==> config.mk <==
export PLATFORM = sky130hd
export DESIGN_NAME = spr_mul
export DESIGN_NICKNAME = d
export VERILOG_FILES = /design/src/hdl/spr_mul.sv
export SDC_FILE = /design/constraint.sdc
export NUM_CORES = 2
export LEC_CHECK = 0
export BUFFER_PORTS_ARGS = -buffer_cell sky130_fd_sc_hd__clkbuf_2
export CAP_MARGIN = 30
export CORE_UTILIZATION = 30
export DETAILED_ROUTE_END_ITERATION = 12
export PLACE_DENSITY = 0.57
export SETUP_SLACK_MARGIN = 0.5
export SYNTH_ARGS = -nofsm -noshare
export SYNTH_HDL_FRONTEND = slang
export SYNTH_SLANG_ARGS = --single-unit
==> constraint.sdc <==
create_clock -name i_clk -period 7.9 [get_ports i_clk]
set_input_delay 1.58 -clock i_clk [delete_from_list [all_inputs] [get_ports i_clk]]
set_output_delay 1.58 -clock i_clk [all_outputs]
set_load 0.02 [all_outputs]
==> src/hdl/spr_mul.sv <==
// ---------------------------------------------------------------------------
// spr_mul: 64 x 33 multiplier, low 64 bits of the product
// Two partial products in the first stage, their sum in the second.
// ---------------------------------------------------------------------------
`default_nettype none

module spr_mul (
    input  wire                      i_clk,
    input  wire [63:0]               i_a,
    input  wire signed [32:0]        i_b,
    output logic signed [63:0]       o_p
);

    logic signed [65:0] w_lo;
    logic signed [65:0] w_hi;
    logic [63:0]        r_lo;
    logic [31:0]        r_hi;

    // a = signed high word * 2^32 + unsigned low word
    assign w_lo = $signed({1'b0, i_a[31:0]}) * i_b;
    assign w_hi = $signed(i_a[63:32]) * i_b;

    always_ff @(posedge i_clk) begin
        r_lo <= w_lo[63:0];
        r_hi <= w_hi[31:0];
        o_p  <= $signed(r_lo + {r_hi, 32'd0});
    end

endmodule

`default_nettype wire

* Word-level counts from Yosys, hierarchy flattened
Index checks and enable logic that the tools add are counted.
** Cells by class
- Add/subtract/negate cells :: 1
- Multiply operators :: 2
** Operators with widths (count)
- adder 64 bit :: 1
- multiplier 33 x 33 -> 64 bit :: 1
- multiplier 32 x 33 -> 32 bit :: 1
** Storage, ports and cells
- Register bits :: 160
- Input port bits :: 98
- Output and inout bits :: 64
- Word-level logic and storage cells :: 6

* Depth between registers and ports, before layout
- Depth after elaboration :: 1
- Depth in mapped cells :: 31
- Depth with buffers taken out :: 28

* Worst setup path after synthesis
OpenSTA, ideal clock, no wires.
- Kind :: input -> register
- Start :: input port i_b[4]
- End :: register r_lo[62]
- Setup time :: 0.124 ns
- Arrival :: 8.404 ns
- Required time :: 7.776 ns
- Path slack :: -0.627 ns
- Cell stages on the path :: 29
- Buffers on the path :: 4
- Cells stage by stage :: clkbuf_1 > clkbuf_1 > clkbuf_1 > nand2_1 > fa_1 > fa_1 > inv_1 > fa_1 > inv_1 > fa_1 > fa_1 > inv_1 > fa_1 > fa_1 > inv_1 > fa_1 > inv_1 > ha_1 > buf_2 > o21ai_0 > a211oi_1 > and3_1 > o32a_1 > o2111ai_2 > a211oi_2 > o21ai_2 > a21oi_2 > mux2i_1 > nand3_1
** On the way
- Word-level cells in the longest chain between the ends :: 1
** Ends and longest elaborated chain
- from (decl) :: RTL line 10 : input wire signed [32:0] i_b,
- multiplier 33 x 33 -> 64 bit :: RTL line 20 : assign w_lo = $signed({1'b0, i_a[31:0]}) * i_b;
- net w_lo[62] :: RTL line 14 : logic signed [65:0] w_lo;
- to (signal assigned) :: RTL line 24 : r_lo <= w_lo[63:0];
- to (decl) :: RTL line 16 : logic [63:0] r_lo;
The timed path passes the listed nets, and every way through them passes these cells.

* Worst setup path in the final report
- Start :: input port i_b[12]
- End :: register r_lo[60]
The elaborated chain is that of the path after synthesis.

==> metrics.cfg <==
[worst_setup_path]
max_stage_delay_ns = 0.55
worstPathMaxFanout = 5
cpMostUsedCell = fa_1
critPathRequiredTime_ns = 8.25
cp_num_buf_inv = 9
cp.arrival_ns = 8.46
timing_worst_setup_path_type = in -> reg
cp-end-kind = flop
cp-start-kind = input port
slowest_stage = fa_1
path_delay_family = adder cells

[clocking]
cts_made_buffers = 17
clk_pin_slew_worst_paths_ns = 0.10
clk_latency_ns = 0.47
clockRootBuffer = clkbuf_16
cts_buffer_depth = 2
clkSinkCount = 160
cts_tree = built
cts_hold_repair.buffers = 0
htree_levels = 4

[final_layout]
nNetsFinal = 8638
layout-drive-gt1-share_pct = 20.5
fin_util_pct = 37.7
fillCellCount = 18500
syn2layout_area_growth_pct = 24.8

[outcome]
status = finished with violations
violations = setup timing

[grt]
grt_pass1_vias = 46000
grt_first_pass_wirelength_um = 266000
grt_usage_pct = 18.5
grt_max_degree = 37
grt_busiest_layer = met2
met3_usage_pct = 1.77
grt_overflow = 0
use_met1_pct = 23.6
antenna_found_initial = 25
grtUsageMet2_pct = 32.6

[drt]
dr.pass1.iters = 8
vias = 42100
vias_per_cell = 4.56
ant_nets = 0
drt_first_iter_violations = 2180
post_drt_wl_per_cell_um = 19.1
drc = 0
wirelength_um = 176000

[synth]
synthTopCellsByArea = fa_1, ha_1, inv_1
synthFlopType = dfxtp_1
synth_top_cell_by_area = fa_1
synth_edf_count = 0
synth_nets = 8035
synthDistinctLibCells = 76
synth-seq-cells = 160
synth.most_common_cell = inv_1
synth.avg_cell_area_um2 = 9.02
ys_warn_count = 0
synth_area_um2 = 55300
synthCells = 6130
synth_top_area_share_pct = 48.4
synth_common_cells = inv_1, fa_1, nand2_1, and2_1, ha_1
synth.yosys.seq_area_share_pct = 5.79
ys_async_sr_fraction_pct = 0

[sta]
final.min_clock_period_ns = 8.11
worst_slack_ns = -0.207
maxSlewHeadroom_pct = 57.1
timing.fmax_ghz = 0.123
post-route-period-util_pct = 103
worst_pin_slew_ns = 0.635
hold_ws_ns = 0.326
drv_slew = 0
setup_viol = 25
grt_setup_unrepaired = true
finalClockSkew_ns = 0.0232
hold_viol_final = 0

[place]
hpwl_um = 145000
port_buffers = 161
gp_congestion = 0.915
pre_cts_slack_ns = -0.967

[floorplan]
coreArea_um2 = 183000
start_util_pct = 30.2
fp-row-count = 157
fp.dieArea_um2 = 186000
die-width_um = 431
io_pins = 162
die_h_um = 431

[flow_run]
max_cap_violations = 0

[hold_path]
hold_class = reg -> reg

-- cell usage in the layout, fill, tap and decap left out, drive strengths merged, types with 3 or more instances in the layout --
| master | synthesis | layout |
|---|---|---|
| a2111oi | 3 | 3 |
| a211oi | 22 | 22 |
| a21boi | 6 | 6 |
| a21o | 41 | 41 |
| a21oi | 105 | 105 |
| a221oi | 3 | 3 |
| a31oi | 13 | 13 |
| and2 | 670 | 670 |
| and3 | 6 | 6 |
| buf | 15 | 746 |
| bufbuf | 0 | 4 |
| clkbuf | 312 | 178 |
| clkinv | 0 | 6 |
| dfxtp | 160 | 160 |
| diode | 0 | 9 |
| fa | 1337 | 1337 |
| ha | 470 | 470 |
| inv | 1528 | 1536 |
| nand2 | 942 | 942 |
| nand2b | 34 | 34 |
| nand3 | 28 | 28 |
| nand4 | 11 | 11 |
| nor2 | 55 | 55 |
| nor2b | 19 | 19 |
| nor3 | 21 | 21 |
| nor4 | 6 | 6 |
| o211ai | 4 | 4 |
| o21a | 22 | 22 |
| o21ai | 63 | 63 |
| o21bai | 12 | 12 |
| o31ai | 8 | 8 |
| o41ai | 3 | 3 |
| or2 | 7 | 7 |
| or3 | 6 | 6 |
| xnor2 | 129 | 129 |
| xor2 | 44 | 44 |
-- flip-flops by register name, indices dropped and copies added, names as in the netlist --
register,count
r_lo,64
r_hi,32
o_p,64
-- per-stage QoR --
| step | cell area, um2 | cells | TNS (ns) |
|---|---|---|---|
| floorplan | 56800 | 6130 | -0.797 |
| global placement | 64200 | 9051 | -30.03 |
| detailed placement | 64200 | 9051 | -32.42 |
| CTS | 66700 | 9140 | -0.500 |
| global route | 69000 | 9217 | -10.21 |
| finish | 69000 | 9219 | -2.58 |
-- logic make-up (layout without fill, tap and decap cells) --
logic type               after synthesis  count (layout)  share of synthesized area, %
AO/OA/AOI/OAI                        324             324                          3.87
XOR/XNOR                             173             173                          2.74
adder cells (fa/ha/maj)             1807            1807                          59.0
buffers and inverters               1855            2471                          12.6
flip-flops                           160             160                          5.79
multiplexers                           1               1                        0.0181
other                                  0               9                             0
AND/OR/NAND/NOR                     1810            1810                          15.9
-- area by class of cell --
class	count	area, um2	share of cell area [%]
Antenna cell	9	22.5	0.0326
Clock buffer	17	425	0.617
Clock inverter	15	169	0.245
Inverter	1528	5740	8.32
Multi-Input combinational cell	4115	47400	68.7
Sequential cell	160	3200	4.64
Tap cell	2464	3080	4.47
Timing Repair Buffer	911	8960	13.0
-- final timing paths --
check	start	endpoint	slack, ns	cells after the start
worst max-delay path	i_b[12]	r_lo[60]	-0.21	28
worst max register to register	r_lo[32]	o_p[62]	4.60	13
worst min register to register	r_lo[5]	o_p[5]	0.33	0
worst min-delay path	r_lo[5]	o_p[5]	0.33	0
-- per-layer routing --
layer / vias to the layer above / wire length (um)
met5: - / 82
met2: 1123 / 87500
li1: 18800 / -
met4: 14 / 8890
met1: 21800 / 71000
met3: 264 / 8240
-- timing repair --
item                       in CTS  in global routing
pin swaps                     147                198
cloned                          7                 14
setup endpoints to repair      60                 65
resized for setup             286                365
buffers inserted               50                 56
Power is left out: the tool's default activity adds up to more than one toggle a clock period on the data nets, which glitch-free logic cannot reach.
