$ cat config.mk
export PLATFORM = sky130hd
export DESIGN_NAME = spr_ram
export DESIGN_NICKNAME = d
export VERILOG_FILES = /design/src/hdl/spr_ram.sv
export SDC_FILE = /design/constraint.sdc
export NUM_CORES = 1
export LEC_CHECK = 0
export BUFFER_PORTS_ARGS = -buffer_cell sky130_fd_sc_hd__buf_2
export CAP_MARGIN = 20
export CORE_MARGIN = 2
export CORE_UTILIZATION = 40
export CTS_BUF_LIST = sky130_fd_sc_hd__clkbuf_16
export CTS_CLUSTER_DIAMETER = 200
export DETAILED_ROUTE_END_ITERATION = 10
export PLACE_DENSITY = 0.59
export SYNTH_ARGS = -nofsm -noshare
export SYNTH_HDL_FRONTEND = slang
export SYNTH_SLANG_ARGS = --single-unit
$ cat constraint.sdc
create_clock -name i_clk -period 1.2 [get_ports i_clk]
set_clock_uncertainty 0.05 [all_clocks]
set_input_delay 0.06 -clock i_clk [delete_from_list [all_inputs] [get_ports i_clk]]
set_output_delay 0.06 -clock i_clk [all_outputs]
set_load 0.03 [all_outputs]
$ cat src/hdl/spr_ram.sv
// ---------------------------------------------------------------------------
// spr_ram: generic single-port-write, registered-read RAM
// One write and one read address per cycle, read data in the cycle after.
// ---------------------------------------------------------------------------
`default_nettype none

module spr_ram #(
    parameter int WIDTH = 8,
    parameter int DEPTH = 2
) (
    input  wire                       i_clk,
    input  wire                       i_we,
    input  wire [$clog2(DEPTH)-1:0]   i_waddr,
    input  wire [WIDTH-1:0]           i_wdata,
    input  wire [$clog2(DEPTH)-1:0]   i_raddr,
    output logic [WIDTH-1:0]          o_rdata
);

    logic [WIDTH-1:0] r_mem [DEPTH];

    always_ff @(posedge i_clk) begin
        if (i_we) begin
            r_mem[i_waddr] <= i_wdata;
        end
        o_rdata <= r_mem[i_raddr];
    end

endmodule

`default_nettype wire

### After elaboration in Yosys (flattened, before gate mapping)

Memories as Yosys holds them, arrays and structs flattened. A register that Yosys moved wholly into a read port is not among the register bits.
Cells that the tools add are included.

* multiplexer cells: 2

Operators by type and width (number)
* 2-to-1 mux 1 bit: 2

* flip-flop bits (word level): 0
* RAM bits: 16
* input bits: 12
* output and inout port bits: 8
* logic and storage cells: 3
* memories: 1

Memories
* r_mem: words 2, width 8, rd ports 1, clocked after memory_dff 1, wr ports 1, line 19 `logic [WIDTH-1:0] r_mem [DEPTH];`

### Logic depth before layout (Yosys ltp)

Gate-level depths: netlist (run 1).

* depth after elaboration: 2
* mapped depth: 2

### Worst setup path before layout (run 1)

No wires, ideal clock.

* path kind: input to register
* start: input port i_we
* end: memory r_mem[0][0], enable pin
* setup time: 0.373 ns
* arrival time: 0.480 ns
* slack: 0.297 ns
* stages: 1
* buffers on the path: 0
* cells stage by stage: nor2b_1

* cells in the longest elaborated chain, start to end: 2

Ends and longest elaborated chain
* from (decl): line 12 `input wire i_we,`
* 2-to-1 mux 1 bit: line 22 `if (i_we) begin`
* 2-to-1 mux 1 bit (implied by the code): line 23 `r_mem[i_waddr] <= i_wdata;`
* to (decl): line 19

No other way between the ends.

### Worst setup path in the final report (run 1)

* start: register o_rdata[3] (read register of r_mem)
* end: output port o_rdata[3]

RTL lines
* from (decl): line 16 `output logic [WIDTH-1:0] o_rdata`

No word-level cell between the ends.

==> metrics.md, run 1 <==
| Metric | Value |
|---|---|
| CTS Hold Bufs | `8` |
| DR iter-0 viols | `4` |
| I/O pin count | `20` |
| Remaining Overflow, GRT | `0` |
| Layout cells sized above 1 | `47.0%` |
| Endpoints failing hold | `0` |
| CP bufs+invs | `1` |
| Setup slack, reg-to-reg | `0.41 ns` |
| Setup violators final | `0` |
| Mapped cell area | `785 µm²` |
| Die Ht | `48.3 µm` |
| CP cell instances | `buf_2` |
| Synth Register Bits | `24` |
| Die X | `48.3 µm` |
| Syn Area/Cell | `22.4 µm²` |
| RSZ-0062 raised after global routing | `no` |
| Syn. warnings | `0` |
| DR WL/cell | `11.3 µm` |
| Cell variety after synth | `6` |
| First-pass GRT wire length | `1.44 mm` |
| Via count | `386` |
| DIE AREA | `2330 µm²` |
| Slew margin rel. | `75.4%` |
| Largest net degree at the start of global routing | `14` |
| Main combinational cell family by area after synthesis | `multiplexers` |
| Final core occ | `56.2%` |
| Synth Area in Adders | `0%` |
| Pwr dens | `1720 nW/µm²` |
| Hold wc startpoint | `i_raddr` |
| CTS resizes | `0` |
| Leak | `0.000440 µW` |
| Initial antenna violation count | `0` |
| Peak supply drop | `0.000958 V` |
| Vias in the first global route | `337` |
| Hold_ws | `0.196 ns` |
| Max-cap violation count | `0` |
| Clock-pin slew on the worst setup and hold paths | `0.06 ns` |
| Worst Path Max Fanout | `1` |
| H-tree levels | `1` |
| CTS tree | `done` |
| # rows | `16` |
| Slew @ Worst Pin | `0.368 ns` |
| Drt total wl | `1.05 mm` |
| Worst Hold Class | `in2reg` |
| Total CTS buffers | `3` |
| Syn nets | `47` |
| CP startpoint kind | `flop` |
| Hold Crit Depth | `2` |
| Status | `completed` |
| Clk buf depth | `2` |
| DRC Markers | `0` |
| GR Util All Layers | `10.3%` |
| Worst r2r src | `r_mem[0][2]$_DFFE_PP_` |
| Max-slew violation count | `0` |
| Setup bufs post-CTS | `0` |
| Final antenna-violating net count | `0` |
| Max Freq | `1170 MHz` |
| CP Depth | `1` |
| Worst setup path startpoint | `o_rdata[3]$_DFF_P_` |
| Layout Nets | `79` |
| Gate count of the mapped netlist | `35` |
| Critical Path AT | `0.75 ns` |
| Layout Cells excl Fill | `93` |
| Tcrit/Tclk final | `71.3%` |
| Multiplexer share of the synthesized area | `15.3%` |
| XOR/XNOR Fraction of Synth Area | `0%` |
| FF-to-FF path depth | `1` |
| Port bufs | `19` |
| Final Wtd Congestion | `0.665` |
| Critical path's top delay family | `flip-flops` |
| Complex-gate fraction of the synthesized area | `0%` |
| Sequential share of the synthesized area | `81.7%` |
| Area grow syn2layout | `36.2%` |
| Worst-Skew Late Latency | `0.25 ns` |
| # diodes | `0` |
| Routed vias/inst | `4.15` |
| Initial core utilization | `41.2%` |
| Drt pass-1 iters | `3` |
| CTS root buf | `clkbuf_16` |
| CP max stage delay | `0.31 ns` |
| WS Path Type | `reg2out` |
| Sum Neg Setup Slack | `0 ns` |
| Critical Path RT | `1.09 ns` |
| Placed Cells incl. Taps | `81` |
| Fin crit period | `0.855 ns` |
| Simple-gate area share of the yosys netlist | `1.59%` |
| Setup crit end kind | `primary output` |
| # fillers | `154` |
| CORE AREA | `1900 µm²` |
| Clk sinks | `24` |
| CP max-delay cell | `dfxtp_1` |
-- cell usage in the layout, fill, tap and decap left out --
master and n:
and2_1 1, buf_2 19, buf_4 1, clkbuf_16 3, clkinv_1 1, dfxtp_1 8
dlygate4sd3_1 8, edfxtp_1 16, mux2_4 8, nor2b_1 1
-- stage by stage --
step           total power (µW)  cell area (µm²)  setup WS (ns)
2_1_floorplan              1090              785          0.297
3_3_place_gp               1140              910          0.330
3_5_place_dp               1140              910          0.306
4_1_cts                    1850             1070          0.335
5_1_grt                    1910             1070          0.297
6_report                   1830             1070          0.345
-- layout make-up --
cell class / count / area [µm²] / area share, %
Clock buffer: 3 / 75.1 / 7.03
Clock inverter: 1 / 3.75 / 0.351
Multi-Input combinational cell: 10 / 133 / 12.4
Sequential cell: 24 / 641 / 60.0
Tap cell: 27 / 33.8 / 3.16
Timing Repair Buffer: 28 / 183 / 17.1
-- flip-flops by register name, indices dropped and copies added, names as in the netlist --
register / flops
o_rdata: 8
r_mem: 16
-- cell usage after synthesis --
cell / n / area share, %
mux2_4: 8 / 15
and2_1: 1 / 0.80
edfxtp_1: 16 / 61
buf_6: 1 / 1.4
nor2b_1: 1 / 0.80
dfxtp_1: 8 / 20
-- per-layer routing --
| layer | part of all wire [%] | track usage, % |
|---|---|---|
| met3 | 6.1 | 4.44 |
| met5 | 0 | 0 |
| met4 | 2.8 | 8.11 |
| met1 | 39 | 11.3 |
| met2 | 52 | 15.5 |
-- worst paths after layout --
check / to
setup / recovery: o_rdata[3]
hold / removal: o_rdata[6]$_DFF_P_
setup reg to reg: o_rdata[2]$_DFF_P_
hold reg to reg: o_rdata[6]$_DFF_P_
-- power breakdown --
| part | total, µW | internal, µW | switching (µW) |
|---|---|---|---|
| combinational | 179 | 85.5 | 93.1 |
| sequential | 961 | 948 | 13.4 |
| clock | 693 | 444 | 249 |
-- kinds of logic after synthesis --
group                  after synthesis
multiplexers                         8
flip-flops                          24
buffers and inverters                1
AND/OR/NAND/NOR                      2
No activity file was read; power rests on OpenSTA's default activity.
==> inputs of run 2 (changes only) <==
- ABC_AREA: not set -> 1
- clock period: 1.2 -> 0.8 ns (I/O delays scaled with it)
==> metrics.md, run 2 <==
| Metric | Value |
|---|---|
| CTS tree | `done` |
| Final core occ | `63.5%` |
| Most frequent cell after synthesis | `nand2_1` |
| Peak supply drop | `0.00174 V` |
| Critical Path RT | `0.71 ns` |
| Syn. warnings | `0` |
| Commonest non-fill, non-tap cell in the layout | `nand2_1` |
| # diodes | `0` |
| H-tree levels | `1` |
| Remaining Overflow, GRT | `0` |
| Gate count of the mapped netlist | `54` |
| Setup slack, reg-to-reg | `0.15 ns` |
| CP bufs+invs | `1` |
| Sum Neg Setup Slack | `0 ns` |
| Vias in the first global route | `402` |
| Critical Path AT | `0.71 ns` |
| CP startpoint kind | `flop` |
| Top cells by area, synth | `edfxtp_1, dfxtp_1, nand2_1` |
| Initial core utilization | `43.1%` |
| Hold_ws | `0.0536 ns` |
| Total CTS buffers | `3` |
| Number of flops mapped to enable cells by yosys | `16` |
| Setup bufs post-CTS | `0` |
| Worst-Skew Late Latency | `0.25 ns` |
| Biggest register | `r_mem` |
| CP max-delay cell | `dfxtp_2` |
| Worst r2r src | `r_mem[0][0]$_DFFE_PP_` |
| Drt total wl | `1.18 mm` |
| Yosys top cell by area | `edfxtp_1` |
| Hold Crit Depth | `3` |
| Layout Nets | `99` |
| Setup violators final | `0` |
| GR Util All Layers | `12.1%` |
| Sequential share of the synthesized area | `84.2%` |
| Clock-pin slew on the worst setup and hold paths | `0.05 ns` |
| Clk buf depth | `2` |
| Synth Register Bits | `24` |
| I/O pin count | `20` |
| Die Ht | `47.6 µm` |
| Pwr dens | `2470 nW/µm²` |
| Worst Path Max Fanout | `1` |
| Tcrit/Tclk final | `99.7%` |
| Worst r2r dst | `o_rdata[0]$_DFF_P_` |
| CTS root buf | `clkbuf_16` |
| Clk sinks | `24` |
| CP cell instances | `buf_6` |
| # fillers | `148` |
| Max Freq | `1250 MHz` |
| DRC Markers | `0` |
| First-pass GRT wire length | `1.71 mm` |
| DR WL/cell | `10.7 µm` |
| Setup crit end kind | `primary output` |
| Critical path's top delay family | `flip-flops` |
| Die X | `47.6 µm` |
| Most frequent cells in the layout | `nand2_1, edfxtp_1, buf_2` |
| Routed vias/inst | `4.34` |
| Port bufs | `19` |
| # rows | `15` |
| Top Registers | `r_mem: 16 flops, o_rdata: 8 flops` |
| Worst Hold Path EP | `o_rdata[3]$_DFF_P_` |
| Final antenna-violating net count | `0` |
| Top FF cell, synth | `edfxtp_1` |
| Fin crit period | `0.797 ns` |
| Endpoints failing hold | `0` |
| Slew margin rel. | `88.4%` |
| Leak | `0.000486 µW` |
| Syn Area/Cell | `14.1 µm²` |
| CP max stage delay | `0.33 ns` |
| Status | `completed` |
| DR iter-0 viols | `13` |
| Initial antenna violation count | `0` |
| Slew @ Worst Pin | `0.174 ns` |
| Via count | `477` |
| Worst Hold Class | `in2reg` |
| Max-slew violation count | `0` |
| Mapped cell area | `761 µm²` |
| Drt pass-1 iters | `4` |
| RSZ-0062 raised after global routing | `yes` |
| Largest net degree at the start of global routing | `13` |
| Max-cap violation count | `0` |
| Leading cell types by count after synthesis | `nand2_1, edfxtp_1, dfxtp_1` |
| Syn nets | `66` |
| Layout cells sized above 1 | `40.0%` |
| Final Wtd Congestion | `0.666` |
| Synth async-reset ratio | `0%` |
| Synth top area share | `63.2%` |
| FF-to-FF path depth | `2` |
| Worst setup path startpoint | `o_rdata[1]$_DFF_P_` |
| Hold wc startpoint | `i_raddr` |
| DIE AREA | `2270 µm²` |
| CORE AREA | `1760 µm²` |
| Cell variety after synth | `7` |
| Area grow syn2layout | `47.4%` |
| Max reg flops | `16` |
| WS Path Type | `reg2out` |
-- run 2: tightest hold or removal path: stages --
cell and delay [ns]:
buf_2 0.16, nand2_1 0.07, nand2_1 0.04
-- run 2: timing repair --
item                                    CTS  global route
pin swaps                                 0             0
gates resized for setup                   8            16
hold endpoints to repair                 16             0
hold buffers                              8             0
endpoints found under the setup margin    8             8
-- run 2: stage by stage --
step	setup slack, ns	area, µm²	instances	power, µW
after global placement	0.0504	906	99	1680
after detailed placement	0.0426	906	99	1690
after CTS	0.00193	1080	110	2750
final	0.00254	1120	110	2760
after global routing	-0.0109	1120	110	2880
after floorplan	0.103	763	54	1600
-- run 2: cell families after synthesis --
kind of cell           Yosys count  share of synthesized area [%]
AND/OR/NAND/NOR                 26                           12.8
buffers and inverters            4                           2.96
flip-flops                      24                           84.2
-- run 2: final cells by class --
cell class	count	area, µm²	share of cell area, %
Multi-Input combinational cell	26	100	8.93
Timing Repair Buffer	29	253	22.5
Sequential cell	24	651	58.0
Clock buffer	3	75.1	6.70
Tap cell	25	31.3	2.79
Inverter	3	11.3	1.00
-- run 2: power breakdown --
part / total, µW / internal, µW / switching, µW
Clock: 1010 / 658 / 352
Sequential: 1460 / 1430 / 28.9
Combinational: 296 / 142 / 154
Total: 2760 / 2230 / 535
-- run 2: worst max-delay path by stage --
stage | to | slack (ns) | cells past startpoint
6_report | o_rdata[1] | 0.003 | 1
5_1_grt | o_rdata[1] | -0.01 | 1
4_1_cts | o_rdata[4] | 0.002 | 1
3_5_place_dp | r_mem[0][4]$_DFFE_PP_ | 0.04 | 3
3_3_place_gp | r_mem[0][3]$_DFFE_PP_ | 0.05 | 3
2_1_floorplan | r_mem[0][0]$_DFFE_PP_ | 0.10 | 2
-- run 2: per-layer routing --
metal  vias up  track usage (%)  wire length (µm)
met5         -                0                 0
met4         0             6.49                12
met3         4             4.53                55
met2        15             20.0               665
met1       219             13.6               446
li1        239                -                 -
